--- src/design/icalc_pkg.sv ---
// ----------------------------------------------------------------------------
// icalc_pkg
// Types, codes and sizes shared by the integer calculator modules.
// ----------------------------------------------------------------------------
`default_nettype none

package icalc_pkg;

   // operand and result width of the words
   localparam int DATA_WIDTH = 32;
   // internal width: holds any factorial up to 20! exactly
   localparam int WIDE_WIDTH = 64;
   // multiplier digit consumed per step
   localparam int DIGIT_WIDTH = 8;
   localparam int MUL_STEPS = (DATA_WIDTH + DIGIT_WIDTH - 1) / DIGIT_WIDTH;
   localparam int DIV_STEPS = WIDE_WIDTH;
   localparam int SQRT_STEPS = WIDE_WIDTH / 2;
   localparam int CNT_WIDTH = $clog2(WIDE_WIDTH + 1);
   localparam int PC_WIDTH = 6;
   localparam int DEFAULT_MAX_FACT_N = 12;

   // operation codes
   localparam logic [2:0] OP_ADD  = 3'd0;
   localparam logic [2:0] OP_SUB  = 3'd1;
   localparam logic [2:0] OP_MUL  = 3'd2;
   localparam logic [2:0] OP_DIV  = 3'd3;
   localparam logic [2:0] OP_MOD  = 3'd4;
   localparam logic [2:0] OP_SQRT = 3'd5;
   localparam logic [2:0] OP_NPR  = 3'd6;
   localparam logic [2:0] OP_NCR  = 3'd7;

   // status codes
   typedef logic [1:0] status_type;
   localparam status_type ST_OK      = 2'd0;
   localparam status_type ST_DIV0    = 2'd1;
   localparam status_type ST_INVALID = 2'd2;

   // datapath operations
   typedef logic [3:0] dp_op_type;
   localparam dp_op_type DP_NOP       = 4'd0;
   localparam dp_op_type DP_ADD       = 4'd1;
   localparam dp_op_type DP_SUB       = 4'd2;
   localparam dp_op_type DP_MUL_INIT  = 4'd3;
   localparam dp_op_type DP_MUL_STEP  = 4'd4;
   localparam dp_op_type DP_DIV_LOAD  = 4'd5;
   localparam dp_op_type DP_DIV_PREP  = 4'd6;
   localparam dp_op_type DP_DIV_STEP  = 4'd7;
   localparam dp_op_type DP_SQRT_INIT = 4'd8;
   localparam dp_op_type DP_SQRT_STEP = 4'd9;
   localparam dp_op_type DP_PERM_INIT = 4'd10;
   localparam dp_op_type DP_PERM_STEP = 4'd11;
   localparam dp_op_type DP_FACT_INIT = 4'd12;
   localparam dp_op_type DP_FACT_STEP = 4'd13;

   // next-address modes
   typedef logic [2:0] seq_type;
   localparam seq_type SEQ_NEXT     = 3'd0;
   localparam seq_type SEQ_WAIT     = 3'd1;
   localparam seq_type SEQ_DISPATCH = 3'd2;
   localparam seq_type SEQ_JUMP     = 3'd3;
   localparam seq_type SEQ_EMIT     = 3'd4;

   // jump conditions
   typedef logic [2:0] cond_type;
   localparam cond_type COND_ALWAYS    = 3'd0;
   localparam cond_type COND_MORE      = 3'd1;
   localparam cond_type COND_CNT_ZERO  = 3'd2;
   localparam cond_type COND_DIV_ZERO  = 3'd3;
   localparam cond_type COND_SQRT_BAD  = 3'd4;
   localparam cond_type COND_FACT_BAD  = 3'd5;

   // result sources
   typedef logic [1:0] osrc_type;
   localparam osrc_type OSRC_ZERO = 2'd0;
   localparam osrc_type OSRC_Y    = 2'd1;
   localparam osrc_type OSRC_QUOT = 2'd2;
   localparam osrc_type OSRC_REM  = 2'd3;

   typedef struct packed {
      logic [2:0]            operation;
      logic [DATA_WIDTH-1:0] operand_a;
      logic [DATA_WIDTH-1:0] operand_b;
   } req_type;

   typedef struct packed {
      logic [DATA_WIDTH-1:0] result_value;
      status_type            status;
   } rsp_type;

   // one control word of the microprogram
   typedef struct packed {
      dp_op_type             dp_op;
      seq_type               seq;
      cond_type              cond;
      logic [PC_WIDTH-1:0]   target;
      osrc_type              osrc;
      status_type            status;
   } ctrl_type;

   // datapath status seen by the sequencer
   typedef struct packed {
      logic [2:0] operation;
      logic       cnt_one;
      logic       cnt_zero;
      logic       div_zero;
      logic       sqrt_bad;
      logic       fact_bad;
   } flags_type;

endpackage

`default_nettype wire

--- src/design/integer_calculator_alu.sv ---
// One request at a time; req_ready rises together with rsp_valid, so a new word
// is accepted only once the last result has entered the result slot. The work
// runs in sequencer loops (one multiplier digit, quotient bit or root bit per
// step); a held result stalls the next one.
// Synchronous reset returns the sequencer to fetch and empties the result slot.
// ----------------------------------------------------------------------------
// integer_calculator_alu
// Microcoded integer calculator: add, sub, mul, div, mod, sqrt, nPr and nCr.
// ----------------------------------------------------------------------------
`default_nettype none

module integer_calculator_alu #(
   parameter int MAX_FACT_N = icalc_pkg::DEFAULT_MAX_FACT_N
) (
   input  wire logic               clock,
   input  wire logic               reset,
   input  wire logic               req_valid,
   output logic                    req_ready,
   input  wire icalc_pkg::req_type req_word,
   output logic                    rsp_valid,
   input  wire logic               rsp_ready,
   output icalc_pkg::rsp_type      rsp_word
);

   icalc_pkg::ctrl_type  ctrl;
   icalc_pkg::flags_type flags;
   logic [icalc_pkg::DATA_WIDTH-1:0] dp_value;
   logic                 emit;
   logic                 out_busy;
   logic                 accept;

   logic                 rsp_valid_ff, rsp_valid_in;
   icalc_pkg::rsp_type   rsp_word_ff,  rsp_word_in;

   assign accept   = req_valid && req_ready;
   assign out_busy = rsp_valid_ff && !rsp_ready;

   icalc_useq u_useq (
      .clock     (clock),
      .reset     (reset),
      .req_valid (req_valid),
      .out_busy  (out_busy),
      .flags     (flags),
      .ctrl      (ctrl),
      .req_ready (req_ready),
      .emit      (emit)
   );

   icalc_datapath #(
      .MAX_FACT_N (MAX_FACT_N)
   ) u_datapath (
      .clock        (clock),
      .load         (accept),
      .req_word     (req_word),
      .ctrl         (ctrl),
      .flags        (flags),
      .result_value (dp_value)
   );

   // result slot
   always_comb begin
      rsp_valid_in = rsp_valid_ff;
      rsp_word_in  = rsp_word_ff;
      if (emit) begin
         rsp_valid_in             = 1'b1;
         rsp_word_in.result_value = dp_value;
         rsp_word_in.status       = ctrl.status;
      end else if (rsp_ready) begin
         rsp_valid_in = 1'b0;
      end
   end

   always_ff @(posedge clock) begin
      if (reset) begin
         rsp_valid_ff <= 1'b0;
      end else begin
         rsp_valid_ff <= rsp_valid_in;
      end
   end

   always_ff @(posedge clock) begin
      rsp_word_ff <= rsp_word_in;
   end

   assign rsp_valid = rsp_valid_ff;
   assign rsp_word  = rsp_word_ff;

endmodule

`default_nettype wire

--- src/design/icalc_useq.sv ---
// ----------------------------------------------------------------------------
// icalc_useq
// Microcode sequencer: step counter, control store and jump logic.
// ----------------------------------------------------------------------------
`default_nettype none

module icalc_useq (
   input  wire logic                 clock,
   input  wire logic                 reset,
   input  wire logic                 req_valid,
   input  wire logic                 out_busy,
   input  wire icalc_pkg::flags_type flags,
   output icalc_pkg::ctrl_type       ctrl,
   output logic                      req_ready,
   output logic                      emit
);

   localparam int PW = icalc_pkg::PC_WIDTH;

   // control store addresses
   localparam logic [PW-1:0] A_FETCH     = 6'd0;
   localparam logic [PW-1:0] A_DISPATCH  = 6'd1;
   localparam logic [PW-1:0] A_ADD       = 6'd2;
   localparam logic [PW-1:0] A_ADD_OUT   = 6'd3;
   localparam logic [PW-1:0] A_SUB       = 6'd4;
   localparam logic [PW-1:0] A_SUB_OUT   = 6'd5;
   localparam logic [PW-1:0] A_MUL       = 6'd6;
   localparam logic [PW-1:0] A_MUL_LOOP  = 6'd7;
   localparam logic [PW-1:0] A_MUL_OUT   = 6'd8;
   localparam logic [PW-1:0] A_DIV       = 6'd9;
   localparam logic [PW-1:0] A_DIV_LOOP  = 6'd10;
   localparam logic [PW-1:0] A_DIV_OUT   = 6'd11;
   localparam logic [PW-1:0] A_MOD       = 6'd12;
   localparam logic [PW-1:0] A_MOD_LOOP  = 6'd13;
   localparam logic [PW-1:0] A_MOD_OUT   = 6'd14;
   localparam logic [PW-1:0] A_DIV0_OUT  = 6'd15;
   localparam logic [PW-1:0] A_SQRT      = 6'd16;
   localparam logic [PW-1:0] A_SQRT_LOOP = 6'd17;
   localparam logic [PW-1:0] A_SQRT_OUT  = 6'd18;
   localparam logic [PW-1:0] A_BAD_OUT   = 6'd19;
   localparam logic [PW-1:0] A_NPR       = 6'd20;
   localparam logic [PW-1:0] A_NPR_TEST  = 6'd21;
   localparam logic [PW-1:0] A_NPR_LOOP  = 6'd22;
   localparam logic [PW-1:0] A_NPR_OUT   = 6'd23;
   localparam logic [PW-1:0] A_NCR       = 6'd24;
   localparam logic [PW-1:0] A_NCR_TEST  = 6'd25;
   localparam logic [PW-1:0] A_NCR_LOOP  = 6'd26;
   localparam logic [PW-1:0] A_FACT      = 6'd27;
   localparam logic [PW-1:0] A_FACT_TEST = 6'd28;
   localparam logic [PW-1:0] A_FACT_LOOP = 6'd29;
   localparam logic [PW-1:0] A_QUOT      = 6'd30;
   localparam logic [PW-1:0] A_QUOT_LOOP = 6'd31;
   localparam logic [PW-1:0] A_NCR_OUT   = 6'd32;

   logic [PW-1:0] pc_ff;
   logic [PW-1:0] pc_in;
   logic [PW-1:0] pc_inc;
   logic          cond_true;

   // pack one control word
   function automatic icalc_pkg::ctrl_type uw(
      input icalc_pkg::dp_op_type  dp_op,
      input icalc_pkg::seq_type    seq,
      input icalc_pkg::cond_type   cond,
      input logic [PW-1:0]         target,
      input icalc_pkg::osrc_type   osrc,
      input icalc_pkg::status_type status
   );
      icalc_pkg::ctrl_type w;
      w.dp_op  = dp_op;
      w.seq    = seq;
      w.cond   = cond;
      w.target = target;
      w.osrc   = osrc;
      w.status = status;
      return w;
   endfunction

   // control store
   function automatic icalc_pkg::ctrl_type ucode(input logic [PW-1:0] addr);
      icalc_pkg::ctrl_type w;
      case (addr)
         A_FETCH:     w = uw(icalc_pkg::DP_NOP, icalc_pkg::SEQ_WAIT,
                             icalc_pkg::COND_ALWAYS, A_FETCH,
                             icalc_pkg::OSRC_ZERO, icalc_pkg::ST_OK);
         A_DISPATCH:  w = uw(icalc_pkg::DP_NOP, icalc_pkg::SEQ_DISPATCH,
                             icalc_pkg::COND_ALWAYS, A_FETCH,
                             icalc_pkg::OSRC_ZERO, icalc_pkg::ST_OK);
         // add, subtract
         A_ADD:       w = uw(icalc_pkg::DP_ADD, icalc_pkg::SEQ_NEXT,
                             icalc_pkg::COND_ALWAYS, A_FETCH,
                             icalc_pkg::OSRC_ZERO, icalc_pkg::ST_OK);
         A_ADD_OUT:   w = uw(icalc_pkg::DP_NOP, icalc_pkg::SEQ_EMIT,
                             icalc_pkg::COND_ALWAYS, A_FETCH,
                             icalc_pkg::OSRC_Y, icalc_pkg::ST_OK);
         A_SUB:       w = uw(icalc_pkg::DP_SUB, icalc_pkg::SEQ_NEXT,
                             icalc_pkg::COND_ALWAYS, A_FETCH,
                             icalc_pkg::OSRC_ZERO, icalc_pkg::ST_OK);
         A_SUB_OUT:   w = uw(icalc_pkg::DP_NOP, icalc_pkg::SEQ_EMIT,
                             icalc_pkg::COND_ALWAYS, A_FETCH,
                             icalc_pkg::OSRC_Y, icalc_pkg::ST_OK);
         // multiply, one digit per step
         A_MUL:       w = uw(icalc_pkg::DP_MUL_INIT, icalc_pkg::SEQ_NEXT,
                             icalc_pkg::COND_ALWAYS, A_FETCH,
                             icalc_pkg::OSRC_ZERO, icalc_pkg::ST_OK);
         A_MUL_LOOP:  w = uw(icalc_pkg::DP_MUL_STEP, icalc_pkg::SEQ_JUMP,
                             icalc_pkg::COND_MORE, A_MUL_LOOP,
                             icalc_pkg::OSRC_ZERO, icalc_pkg::ST_OK);
         A_MUL_OUT:   w = uw(icalc_pkg::DP_NOP, icalc_pkg::SEQ_EMIT,
                             icalc_pkg::COND_ALWAYS, A_FETCH,
                             icalc_pkg::OSRC_Y, icalc_pkg::ST_OK);
         // divide
         A_DIV:       w = uw(icalc_pkg::DP_DIV_LOAD, icalc_pkg::SEQ_JUMP,
                             icalc_pkg::COND_DIV_ZERO, A_DIV0_OUT,
                             icalc_pkg::OSRC_ZERO, icalc_pkg::ST_OK);
         A_DIV_LOOP:  w = uw(icalc_pkg::DP_DIV_STEP, icalc_pkg::SEQ_JUMP,
                             icalc_pkg::COND_MORE, A_DIV_LOOP,
                             icalc_pkg::OSRC_ZERO, icalc_pkg::ST_OK);
         A_DIV_OUT:   w = uw(icalc_pkg::DP_NOP, icalc_pkg::SEQ_EMIT,
                             icalc_pkg::COND_ALWAYS, A_FETCH,
                             icalc_pkg::OSRC_QUOT, icalc_pkg::ST_OK);
         // modulus
         A_MOD:       w = uw(icalc_pkg::DP_DIV_LOAD, icalc_pkg::SEQ_JUMP,
                             icalc_pkg::COND_DIV_ZERO, A_DIV0_OUT,
                             icalc_pkg::OSRC_ZERO, icalc_pkg::ST_OK);
         A_MOD_LOOP:  w = uw(icalc_pkg::DP_DIV_STEP, icalc_pkg::SEQ_JUMP,
                             icalc_pkg::COND_MORE, A_MOD_LOOP,
                             icalc_pkg::OSRC_ZERO, icalc_pkg::ST_OK);
         A_MOD_OUT:   w = uw(icalc_pkg::DP_NOP, icalc_pkg::SEQ_EMIT,
                             icalc_pkg::COND_ALWAYS, A_FETCH,
                             icalc_pkg::OSRC_REM, icalc_pkg::ST_OK);
         A_DIV0_OUT:  w = uw(icalc_pkg::DP_NOP, icalc_pkg::SEQ_EMIT,
                             icalc_pkg::COND_ALWAYS, A_FETCH,
                             icalc_pkg::OSRC_ZERO, icalc_pkg::ST_DIV0);
         // square root, two radicand bits per step
         A_SQRT:      w = uw(icalc_pkg::DP_SQRT_INIT, icalc_pkg::SEQ_JUMP,
                             icalc_pkg::COND_SQRT_BAD, A_BAD_OUT,
                             icalc_pkg::OSRC_ZERO, icalc_pkg::ST_OK);
         A_SQRT_LOOP: w = uw(icalc_pkg::DP_SQRT_STEP, icalc_pkg::SEQ_JUMP,
                             icalc_pkg::COND_MORE, A_SQRT_LOOP,
                             icalc_pkg::OSRC_ZERO, icalc_pkg::ST_OK);
         A_SQRT_OUT:  w = uw(icalc_pkg::DP_NOP, icalc_pkg::SEQ_EMIT,
                             icalc_pkg::COND_ALWAYS, A_FETCH,
                             icalc_pkg::OSRC_Y, icalc_pkg::ST_OK);
         A_BAD_OUT:   w = uw(icalc_pkg::DP_NOP, icalc_pkg::SEQ_EMIT,
                             icalc_pkg::COND_ALWAYS, A_FETCH,
                             icalc_pkg::OSRC_ZERO, icalc_pkg::ST_INVALID);
         // nPr: product of n down to n-r+1
         A_NPR:       w = uw(icalc_pkg::DP_PERM_INIT, icalc_pkg::SEQ_JUMP,
                             icalc_pkg::COND_FACT_BAD, A_BAD_OUT,
                             icalc_pkg::OSRC_ZERO, icalc_pkg::ST_OK);
         A_NPR_TEST:  w = uw(icalc_pkg::DP_NOP, icalc_pkg::SEQ_JUMP,
                             icalc_pkg::COND_CNT_ZERO, A_NPR_OUT,
                             icalc_pkg::OSRC_ZERO, icalc_pkg::ST_OK);
         A_NPR_LOOP:  w = uw(icalc_pkg::DP_PERM_STEP, icalc_pkg::SEQ_JUMP,
                             icalc_pkg::COND_MORE, A_NPR_LOOP,
                             icalc_pkg::OSRC_ZERO, icalc_pkg::ST_OK);
         A_NPR_OUT:   w = uw(icalc_pkg::DP_NOP, icalc_pkg::SEQ_EMIT,
                             icalc_pkg::COND_ALWAYS, A_FETCH,
                             icalc_pkg::OSRC_Y, icalc_pkg::ST_OK);
         // nCr: nPr divided by r!
         A_NCR:       w = uw(icalc_pkg::DP_PERM_INIT, icalc_pkg::SEQ_JUMP,
                             icalc_pkg::COND_FACT_BAD, A_BAD_OUT,
                             icalc_pkg::OSRC_ZERO, icalc_pkg::ST_OK);
         A_NCR_TEST:  w = uw(icalc_pkg::DP_NOP, icalc_pkg::SEQ_JUMP,
                             icalc_pkg::COND_CNT_ZERO, A_FACT,
                             icalc_pkg::OSRC_ZERO, icalc_pkg::ST_OK);
         A_NCR_LOOP:  w = uw(icalc_pkg::DP_PERM_STEP, icalc_pkg::SEQ_JUMP,
                             icalc_pkg::COND_MORE, A_NCR_LOOP,
                             icalc_pkg::OSRC_ZERO, icalc_pkg::ST_OK);
         A_FACT:      w = uw(icalc_pkg::DP_FACT_INIT, icalc_pkg::SEQ_NEXT,
                             icalc_pkg::COND_ALWAYS, A_FETCH,
                             icalc_pkg::OSRC_ZERO, icalc_pkg::ST_OK);
         A_FACT_TEST: w = uw(icalc_pkg::DP_NOP, icalc_pkg::SEQ_JUMP,
                             icalc_pkg::COND_CNT_ZERO, A_QUOT,
                             icalc_pkg::OSRC_ZERO, icalc_pkg::ST_OK);
         A_FACT_LOOP: w = uw(icalc_pkg::DP_FACT_STEP, icalc_pkg::SEQ_JUMP,
                             icalc_pkg::COND_MORE, A_FACT_LOOP,
                             icalc_pkg::OSRC_ZERO, icalc_pkg::ST_OK);
         A_QUOT:      w = uw(icalc_pkg::DP_DIV_PREP, icalc_pkg::SEQ_NEXT,
                             icalc_pkg::COND_ALWAYS, A_FETCH,
                             icalc_pkg::OSRC_ZERO, icalc_pkg::ST_OK);
         A_QUOT_LOOP: w = uw(icalc_pkg::DP_DIV_STEP, icalc_pkg::SEQ_JUMP,
                             icalc_pkg::COND_MORE, A_QUOT_LOOP,
                             icalc_pkg::OSRC_ZERO, icalc_pkg::ST_OK);
         A_NCR_OUT:   w = uw(icalc_pkg::DP_NOP, icalc_pkg::SEQ_EMIT,
                             icalc_pkg::COND_ALWAYS, A_FETCH,
                             icalc_pkg::OSRC_Y, icalc_pkg::ST_OK);
         // unused addresses fall back to fetch
         default:     w = uw(icalc_pkg::DP_NOP, icalc_pkg::SEQ_JUMP,
                             icalc_pkg::COND_ALWAYS, A_FETCH,
                             icalc_pkg::OSRC_ZERO, icalc_pkg::ST_OK);
      endcase
      return w;
   endfunction

   // entry point of each operation
   function automatic logic [PW-1:0] dispatch(input logic [2:0] op);
      logic [PW-1:0] addr;
      case (op)
         icalc_pkg::OP_ADD:  addr = A_ADD;
         icalc_pkg::OP_SUB:  addr = A_SUB;
         icalc_pkg::OP_MUL:  addr = A_MUL;
         icalc_pkg::OP_DIV:  addr = A_DIV;
         icalc_pkg::OP_MOD:  addr = A_MOD;
         icalc_pkg::OP_SQRT: addr = A_SQRT;
         icalc_pkg::OP_NPR:  addr = A_NPR;
         icalc_pkg::OP_NCR:  addr = A_NCR;
         default:            addr = A_FETCH;
      endcase
      return addr;
   endfunction

   assign ctrl      = ucode(pc_ff);
   assign pc_inc    = pc_ff + PW'(1);
   assign req_ready = (pc_ff == A_FETCH);
   assign emit      = (ctrl.seq == icalc_pkg::SEQ_EMIT) && !out_busy;

   // jump condition
   always_comb begin
      case (ctrl.cond)
         icalc_pkg::COND_ALWAYS:   cond_true = 1'b1;
         icalc_pkg::COND_MORE:     cond_true = !flags.cnt_one;
         icalc_pkg::COND_CNT_ZERO: cond_true = flags.cnt_zero;
         icalc_pkg::COND_DIV_ZERO: cond_true = flags.div_zero;
         icalc_pkg::COND_SQRT_BAD: cond_true = flags.sqrt_bad;
         icalc_pkg::COND_FACT_BAD: cond_true = flags.fact_bad;
         default:                  cond_true = 1'b0;
      endcase
   end

   // next step
   always_comb begin
      case (ctrl.seq)
         icalc_pkg::SEQ_NEXT:     pc_in = pc_inc;
         icalc_pkg::SEQ_WAIT:     pc_in = req_valid ? pc_inc : pc_ff;
         icalc_pkg::SEQ_DISPATCH: pc_in = dispatch(flags.operation);
         icalc_pkg::SEQ_JUMP:     pc_in = cond_true ? ctrl.target : pc_inc;
         icalc_pkg::SEQ_EMIT:     pc_in = out_busy ? pc_ff : A_FETCH;
         default:                 pc_in = A_FETCH;
      endcase
   end

   always_ff @(posedge clock) begin
      if (reset) begin
         pc_ff <= A_FETCH;
      end else begin
         pc_ff <= pc_in;
      end
   end

endmodule

`default_nettype wire

--- src/design/icalc_datapath.sv ---
// ----------------------------------------------------------------------------
// icalc_datapath
// Operand registers, work registers and the shared multiply, divide and
// square-root step logic, driven one control word per cycle.
// ----------------------------------------------------------------------------
`default_nettype none

module icalc_datapath #(
   parameter int MAX_FACT_N = icalc_pkg::DEFAULT_MAX_FACT_N
) (
   input  wire logic                 clock,
   input  wire logic                 load,
   input  wire icalc_pkg::req_type   req_word,
   input  wire icalc_pkg::ctrl_type  ctrl,
   output icalc_pkg::flags_type      flags,
   output logic [icalc_pkg::DATA_WIDTH-1:0] result_value
);

   localparam int DW = icalc_pkg::DATA_WIDTH;
   localparam int WW = icalc_pkg::WIDE_WIDTH;
   localparam int GW = icalc_pkg::DIGIT_WIDTH;
   localparam int CW = icalc_pkg::CNT_WIDTH;
   localparam int KW = (MAX_FACT_N < 2) ? 1 : $clog2(MAX_FACT_N + 1);

   logic [2:0]    op_ff,  op_in;
   logic [DW-1:0] a_ff,   a_in;
   logic [DW-1:0] b_ff,   b_in;
   logic [WW-1:0] x_ff,   x_in;
   logic [WW-1:0] y_ff,   y_in;
   logic [WW-1:0] z_ff,   z_in;
   logic [KW-1:0] k_ff,   k_in;
   logic [CW-1:0] cnt_ff, cnt_in;

   logic          neg_a, neg_b;
   logic [DW-1:0] mag_a, mag_b;
   logic [DW-1:0] sum_ab, diff_ab;
   logic [WW-1:0] mul_src, mul_prod;
   logic [GW-1:0] mul_digit;
   logic [WW-1:0] rem_shift, rem_sub;
   logic          rem_ge;
   logic [WW-1:0] sq_trial;
   logic          sq_ge;
   logic [DW-1:0] quot_lo, rem_lo;

   // operand sign and magnitude
   assign neg_a   = a_ff[DW-1];
   assign neg_b   = b_ff[DW-1];
   assign mag_a   = neg_a ? -a_ff : a_ff;
   assign mag_b   = neg_b ? -b_ff : b_ff;
   assign sum_ab  = a_ff + b_ff;
   assign diff_ab = a_ff - b_ff;

   // shared multiplier: wide word by one digit
   always_comb begin
      case (ctrl.dp_op)
         icalc_pkg::DP_PERM_STEP: mul_src = y_ff;
         icalc_pkg::DP_FACT_STEP: mul_src = z_ff;
         default:                 mul_src = x_ff;
      endcase
      if (ctrl.dp_op == icalc_pkg::DP_MUL_STEP) begin
         mul_digit = z_ff[GW-1:0];
      end else begin
         mul_digit = GW'(k_ff);
      end
   end
   assign mul_prod = mul_src * WW'(mul_digit);

   // restoring divide step: x remainder, y dividend in / quotient out
   assign rem_shift = {x_ff[WW-2:0], y_ff[WW-1]};
   assign rem_ge    = (rem_shift >= z_ff);
   assign rem_sub   = rem_shift - z_ff;

   // square-root step: x remainder, y root, z current bit
   assign sq_trial = y_ff + z_ff;
   assign sq_ge    = (x_ff >= sq_trial);

   // status to the sequencer
   assign flags.operation = op_ff;
   assign flags.cnt_one   = (cnt_ff == CW'(1));
   assign flags.cnt_zero  = (cnt_ff == '0);
   assign flags.div_zero  = (b_ff == '0);
   assign flags.sqrt_bad  = neg_a || (a_ff == '0);
   assign flags.fact_bad  = neg_a || neg_b || (mag_b > mag_a) ||
                            (mag_a > DW'(MAX_FACT_N));

   // result selection with sign fix-up
   assign quot_lo = y_ff[DW-1:0];
   assign rem_lo  = x_ff[DW-1:0];
   always_comb begin
      case (ctrl.osrc)
         icalc_pkg::OSRC_Y:    result_value = quot_lo;
         icalc_pkg::OSRC_QUOT: result_value = (neg_a ^ neg_b) ? -quot_lo : quot_lo;
         icalc_pkg::OSRC_REM:  result_value = neg_a ? -rem_lo : rem_lo;
         default:              result_value = '0;
      endcase
   end

   // operand capture
   always_comb begin
      op_in = op_ff;
      a_in  = a_ff;
      b_in  = b_ff;
      if (load) begin
         op_in = req_word.operation;
         a_in  = req_word.operand_a;
         b_in  = req_word.operand_b;
      end
   end

   // work registers per control word
   always_comb begin
      x_in   = x_ff;
      y_in   = y_ff;
      z_in   = z_ff;
      k_in   = k_ff;
      cnt_in = cnt_ff;
      case (ctrl.dp_op)
         icalc_pkg::DP_ADD: begin
            y_in = WW'(sum_ab);
         end
         icalc_pkg::DP_SUB: begin
            y_in = WW'(diff_ab);
         end
         icalc_pkg::DP_MUL_INIT: begin
            x_in   = WW'(a_ff);
            y_in   = '0;
            z_in   = WW'(b_ff);
            cnt_in = CW'(icalc_pkg::MUL_STEPS);
         end
         icalc_pkg::DP_MUL_STEP: begin
            y_in   = y_ff + mul_prod;
            x_in   = x_ff << GW;
            z_in   = z_ff >> GW;
            cnt_in = cnt_ff - CW'(1);
         end
         icalc_pkg::DP_DIV_LOAD: begin
            x_in   = '0;
            y_in   = WW'(mag_a);
            z_in   = WW'(mag_b);
            cnt_in = CW'(icalc_pkg::DIV_STEPS);
         end
         icalc_pkg::DP_DIV_PREP: begin
            x_in   = '0;
            cnt_in = CW'(icalc_pkg::DIV_STEPS);
         end
         icalc_pkg::DP_DIV_STEP: begin
            x_in   = rem_ge ? rem_sub : rem_shift;
            y_in   = {y_ff[WW-2:0], rem_ge};
            cnt_in = cnt_ff - CW'(1);
         end
         icalc_pkg::DP_SQRT_INIT: begin
            x_in   = WW'(a_ff);
            y_in   = '0;
            z_in   = WW'(1) << (WW - 2);
            cnt_in = CW'(icalc_pkg::SQRT_STEPS);
         end
         icalc_pkg::DP_SQRT_STEP: begin
            if (sq_ge) begin
               x_in = x_ff - sq_trial;
               y_in = (y_ff >> 1) + z_ff;
            end else begin
               y_in = y_ff >> 1;
            end
            z_in   = z_ff >> 2;
            cnt_in = cnt_ff - CW'(1);
         end
         icalc_pkg::DP_PERM_INIT: begin
            y_in   = WW'(1);
            k_in   = KW'(mag_a);
            cnt_in = CW'(mag_b);
         end
         icalc_pkg::DP_PERM_STEP: begin
            y_in   = mul_prod;
            k_in   = k_ff - KW'(1);
            cnt_in = cnt_ff - CW'(1);
         end
         icalc_pkg::DP_FACT_INIT: begin
            z_in   = WW'(1);
            k_in   = KW'(mag_b);
            cnt_in = CW'(mag_b);
         end
         icalc_pkg::DP_FACT_STEP: begin
            z_in   = mul_prod;
            k_in   = k_ff - KW'(1);
            cnt_in = cnt_ff - CW'(1);
         end
         default: begin
         end
      endcase
   end

   always_ff @(posedge clock) begin
      op_ff  <= op_in;
      a_ff   <= a_in;
      b_ff   <= b_in;
      x_ff   <= x_in;
      y_ff   <= y_in;
      z_ff   <= z_in;
      k_ff   <= k_in;
      cnt_ff <= cnt_in;
   end

endmodule

`default_nettype wire

--- config.mk ---
export PLATFORM = sky130hd
export DESIGN_NAME = integer_calculator_alu
export DESIGN_NICKNAME = d
export VERILOG_FILES = /design/src/design/icalc_pkg.sv /design/src/design/integer_calculator_alu.sv /design/src/design/icalc_useq.sv /design/src/design/icalc_datapath.sv
export SDC_FILE = /design/constraint.sdc
export NUM_CORES = 2
export LEC_CHECK = 0
export ABC_CLOCK_PERIOD_IN_PS = 12900
export BUFFER_PORTS_ARGS = -buffer_cell sky130_fd_sc_hd__buf_2
export CELL_PAD_IN_SITES_DETAIL_PLACEMENT = 0
export CELL_PAD_IN_SITES_GLOBAL_PLACEMENT = 1
export CORE_MARGIN = 2
export CORE_UTILIZATION = 25
export DETAILED_ROUTE_END_ITERATION = 12
export PLACE_DENSITY = 0.49
export REMOVE_ABC_BUFFERS = 1
export SYNTH_ARGS = -nofsm -noshare
export SYNTH_HDL_FRONTEND = slang
export SYNTH_SLANG_ARGS = --single-unit
--- constraint.sdc ---
create_clock -name clock -period 12.9 [get_ports clock]
set_clock_uncertainty 0.2 [all_clocks]
set_input_delay 1.935 -clock clock [delete_from_list [all_inputs] [get_ports clock]]
set_output_delay 1.935 -clock clock [all_outputs]
set_load 0.02 [all_outputs]
==> reports/summary.log <==
[status] result of the run finished clean
[sta] count of final setup violators 0
[routing] routed wire length per instance 27.5 um
[flow_run] maxcap violations 0
[routing] vias per cell 5.52
[yosys] count of yosys warnings during synthesis 0
[yosys] Synth cell types 104
[placed_design] pre-CTS WS 0.768 ns
[routing] WL final 268000 um
[yosys] part of the Yosys area used for sequential elements 0.177
[clock_network] Clock Latency Late Sink 0.65 ns
[die] core area 220000 sq um
[cells_and_area] area growth from synthesis to layout 10.4%
[sta] smallest setup slack after layout 0.652 ns
[sta] number of slew-limit violations in the final report 0
[clock_network] CTS root buffer sky130_fd_sc_hd__clkbuf_16
[sta] Worst-Margin Slew 1.27 ns
[yosys] Seq cells post-synth 335
[critical_path] delay of the slowest cell on the worst path 0.91 ns
[sta] headroom to the max-slew limit 0.156
[critical_path] Setup CP Type flop to flop
[routing] total via count in the routed design 53.8k
[critical_path] slowest CP cell sky130_fd_sc_hd__mux2i_4
[die] initial core utilization 0.251
[clock_network] depth of the CTS H-tree 2
[die] Vert. Die Dim 474 um
[sta] number of hold violations in the final report 0
[yosys] ys flop type sky130_fd_sc_hd__edfxtp_1
[sta] final period utilization 0.949
[placed_design] post-DP HPWL 218000 um
[power] internal power 7.78 mW
[cells_and_area] fraction of layout cells with a size suffix above 1 0.0701
[critical_path] largest fanout of any net on the critical path 23
[grt] wire length of the first global-routing pass 385000 um
[yosys] Post-Synthesis Cell Area 55200 sq um
[sta] unrepaired setup endpoints after global routing false
[clock_network] number of clock buffers inserted by TritonCTS 43
[cells_and_area] final core utilization 0.277
[placed_design] instance area after placement 59400 sq um
[yosys] fraction of synthesis flops using an asynchronous set or reset pin 0
[power] static leakage 25.6 nW
[routing] DRC violations left 0
[critical_path] crit end category flop
[cells_and_area] Layout Cell Area excl Fill 60900 sq um
[clock_network] Sinks on Clock Net 335
[die] overall die area 224000 sq um
[critical_path] Worst EP required 13.09 ns
[grt] vias in the first global route 53.2k
[power] maximum vdd ir drop 0.000127 V
[yosys] number of synthesized flops with an enable pin 304
[grt] overflow left after global routing 0
[grt] largest net degree at the start of global routing 100
[grt] GRT Total Usage 0.234
[power] clock network fraction of design power 0.071
[power] sequential group share of total power 0.120
[clock_network] TritonCTS clock tree built
[clock_network] Setup Fix Bufs, Post-CTS 0
[critical_path] Crit path arrival time 12.44 ns
[critical_path] type of element launching the critical path flop
[power] Power, Total 18.9 mW
[clock_network] number of buffers between clock root and the deepest sink 3
[cells_and_area] # fillers 24.0k
[grt] number of antenna violations at the first check in global routing 12
[power] Psw 11.1 mW
[clock_network] PostCTS Resize Cnt 0
[power] combinational group share of total power 0.810
[placed_design] Port Buf Inserts 106
[hold_path] class of the most critical hold timing path flop to flop
[power] power density over the cells 310 nW/um^2
[yosys] Synth Area per Inst 8.05 sq um
[clock_network] clock transition at the registers of the reported paths 0.07 ns
[yosys] Post-Syn Instances 6856
[placed_design] weighted congestion at the end of routability-driven global placement 0.935
[critical_path] cell repeated most along the worst path sky130_fd_sc_hd__o21ai_0
[die] Die Width 474 um
[sta] Fmax achieved 81.6 MHz
[power] switch share 0.588
[die] Placement Rows 172
[routing] number of DRC violations after detailed-routing iteration 0 5687
[cells_and_area] total number of nets in the final design 7728
[routing] iteration count of the initial detailed-routing pass 7
[routing] number of antenna-violating nets in the routed design 0
[die] number of top-level pins 107
[sta] total negative slack for setup checks 0 ns
[sta] shortest clock period the worst path allows after layout 12.25 ns
[clock_network] number of buffers inserted for hold repair after clock tree synthesis 0
==> sequential cells by signal, summed over array words and instances (netlist names), named ones only <==
| name | cells |
|---|---|
| rsp_word | 34 |
| rsp_valid | 1 |
| u_datapath.b_ff | 32 |
| u_useq.pc_ff | 6 |
| u_datapath.z_ff | 64 |
| u_datapath.a_ff | 32 |
| u_datapath.cnt_ff | 7 |
| u_useq.ctrl | 19 |
| u_datapath.k_ff | 4 |
| u_datapath.op_ff | 3 |
| u_datapath.y_ff | 64 |
| u_datapath.x_ff | 64 |
==> final timing paths <==
check,start,end,slack (ns),depth (start not counted)
min reg2reg,u_useq.ctrl[1],rsp_word[1],0.21,0
max reg2reg,u_useq.ctrl[19],u_datapath.y_ff[58],0.65,36
min,u_useq.ctrl[1],rsp_word[1],0.21,0
max,u_useq.ctrl[19],u_datapath.y_ff[58],0.65,36
==> metrics by stage <==
step	instances	hold WS [ns]
final	9742	0.210
after CTS	9733	0.213
after global routing	9734	0.227
after detailed placement	9655	0.203
after floorplan	6523	0.186
after global placement	9655	0.197
==> cells in the final DEF, fill, tap and decap left out, types with 271 or more instances in the layout <==
cell	instances
sky130_fd_sc_hd__a21o_1	271
sky130_fd_sc_hd__a21oi_1	602
sky130_fd_sc_hd__edfxtp_1	304
sky130_fd_sc_hd__fa_1	354
sky130_fd_sc_hd__ha_1	474
sky130_fd_sc_hd__inv_1	523
sky130_fd_sc_hd__nand2_1	587
sky130_fd_sc_hd__nor2_1	713
sky130_fd_sc_hd__o21ai_0	420
sky130_fd_sc_hd__xnor2_1	294
==> metal layers <==
layer | vias up | global-route usage | routed length [um]
met2 | 1964 | 0.340 | 110000
met5 | - | 0 | 26
li1 | 24600 | - | -
met1 | 27000 | 0.361 | 133000
met4 | 4 | 0.0564 | 6980
met3 | 233 | 0.0276 | 18400
==> synth_stat cells, types with 41 or more instances <==
library cell / count / area [sq um]
sky130_fd_sc_hd__o21ai_0: 422 / 2110
sky130_fd_sc_hd__o31ai_1: 68 / 510
sky130_fd_sc_hd__nor2_1: 726 / 2730
sky130_fd_sc_hd__a221oi_1: 74 / 648
sky130_fd_sc_hd__xnor2_1: 295 / 2580
sky130_fd_sc_hd__xor2_1: 206 / 1800
sky130_fd_sc_hd__nor2b_1: 66 / 413
sky130_fd_sc_hd__o221ai_1: 63 / 552
sky130_fd_sc_hd__nand2b_1: 113 / 707
sky130_fd_sc_hd__o22ai_1: 41 / 257
sky130_fd_sc_hd__a222oi_1: 49 / 490
sky130_fd_sc_hd__ha_1: 474 / 5930
sky130_fd_sc_hd__o21a_1: 59 / 443
sky130_fd_sc_hd__mux2i_1: 56 / 561
sky130_fd_sc_hd__or2_2: 50 / 313
sky130_fd_sc_hd__nand3_1: 132 / 661
sky130_fd_sc_hd__clkbuf_1: 283 / 1060
sky130_fd_sc_hd__or3_1: 52 / 325
sky130_fd_sc_hd__a31oi_1: 58 / 363
sky130_fd_sc_hd__and2_1: 56 / 350
sky130_fd_sc_hd__a21oi_1: 605 / 3030
sky130_fd_sc_hd__a22oi_1: 80 / 601
sky130_fd_sc_hd__fa_1: 354 / 7090
sky130_fd_sc_hd__nor3_1: 88 / 440
sky130_fd_sc_hd__nand4_1: 60 / 375
sky130_fd_sc_hd__o21bai_1: 60 / 450
sky130_fd_sc_hd__a21o_1: 271 / 2030
sky130_fd_sc_hd__and3_1: 50 / 313
sky130_fd_sc_hd__nand2_1: 589 / 2210
sky130_fd_sc_hd__inv_1: 524 / 1970
sky130_fd_sc_hd__edfxtp_1: 304 / 9130
sky130_fd_sc_hd__o211ai_1: 42 / 315
==> power by group through the flow <==
stage	Sequential, mW	Combinational (mW)	Clock, mW
floorplan	2.01	10.0	0
global placement	2.24	15.0	0
detailed placement	2.24	14.8	0
CTS	2.22	15.0	1.37
global route	2.28	16.5	1.40
finish	2.26	15.3	1.33
==> cell families after synthesis <==
kind of cell / after synthesis / share of synthesized area
adder cells (fa/ha/maj): 828 / 0.236
AND/OR/NAND/NOR: 2102 / 0.178
buffers and inverters: 859 / 0.0594
multiplexers: 69 / 0.0128
XOR/XNOR: 502 / 0.0798
flip-flops: 335 / 0.177
AO/OA/AOI/OAI: 2161 / 0.258
==> critical path: cells and delay by family (launching register included) <==
family	cells	cell delay, ns
compound gates	19	5.53
fa+ha+maj	6	2.66
simple gates	3	1.28
mux	1	0.91
xor+xnor	2	0.50
buf+inv	5	0.44
flops	1	0.44
==> final cells by class <==
class,instances,area (sq um),area share
multi-input combinational,5662,42400,0.696
sequential,335,9750,0.160
tap,2871,3590,0.0590
inverter,526,1970,0.0324
timing repair buffer,261,1720,0.0282
clock buffer,48,1090,0.0180
clock inverter,30,353,0.00579
antenna,9,22.5,0.000370
(Power assumes the default switching activity.)
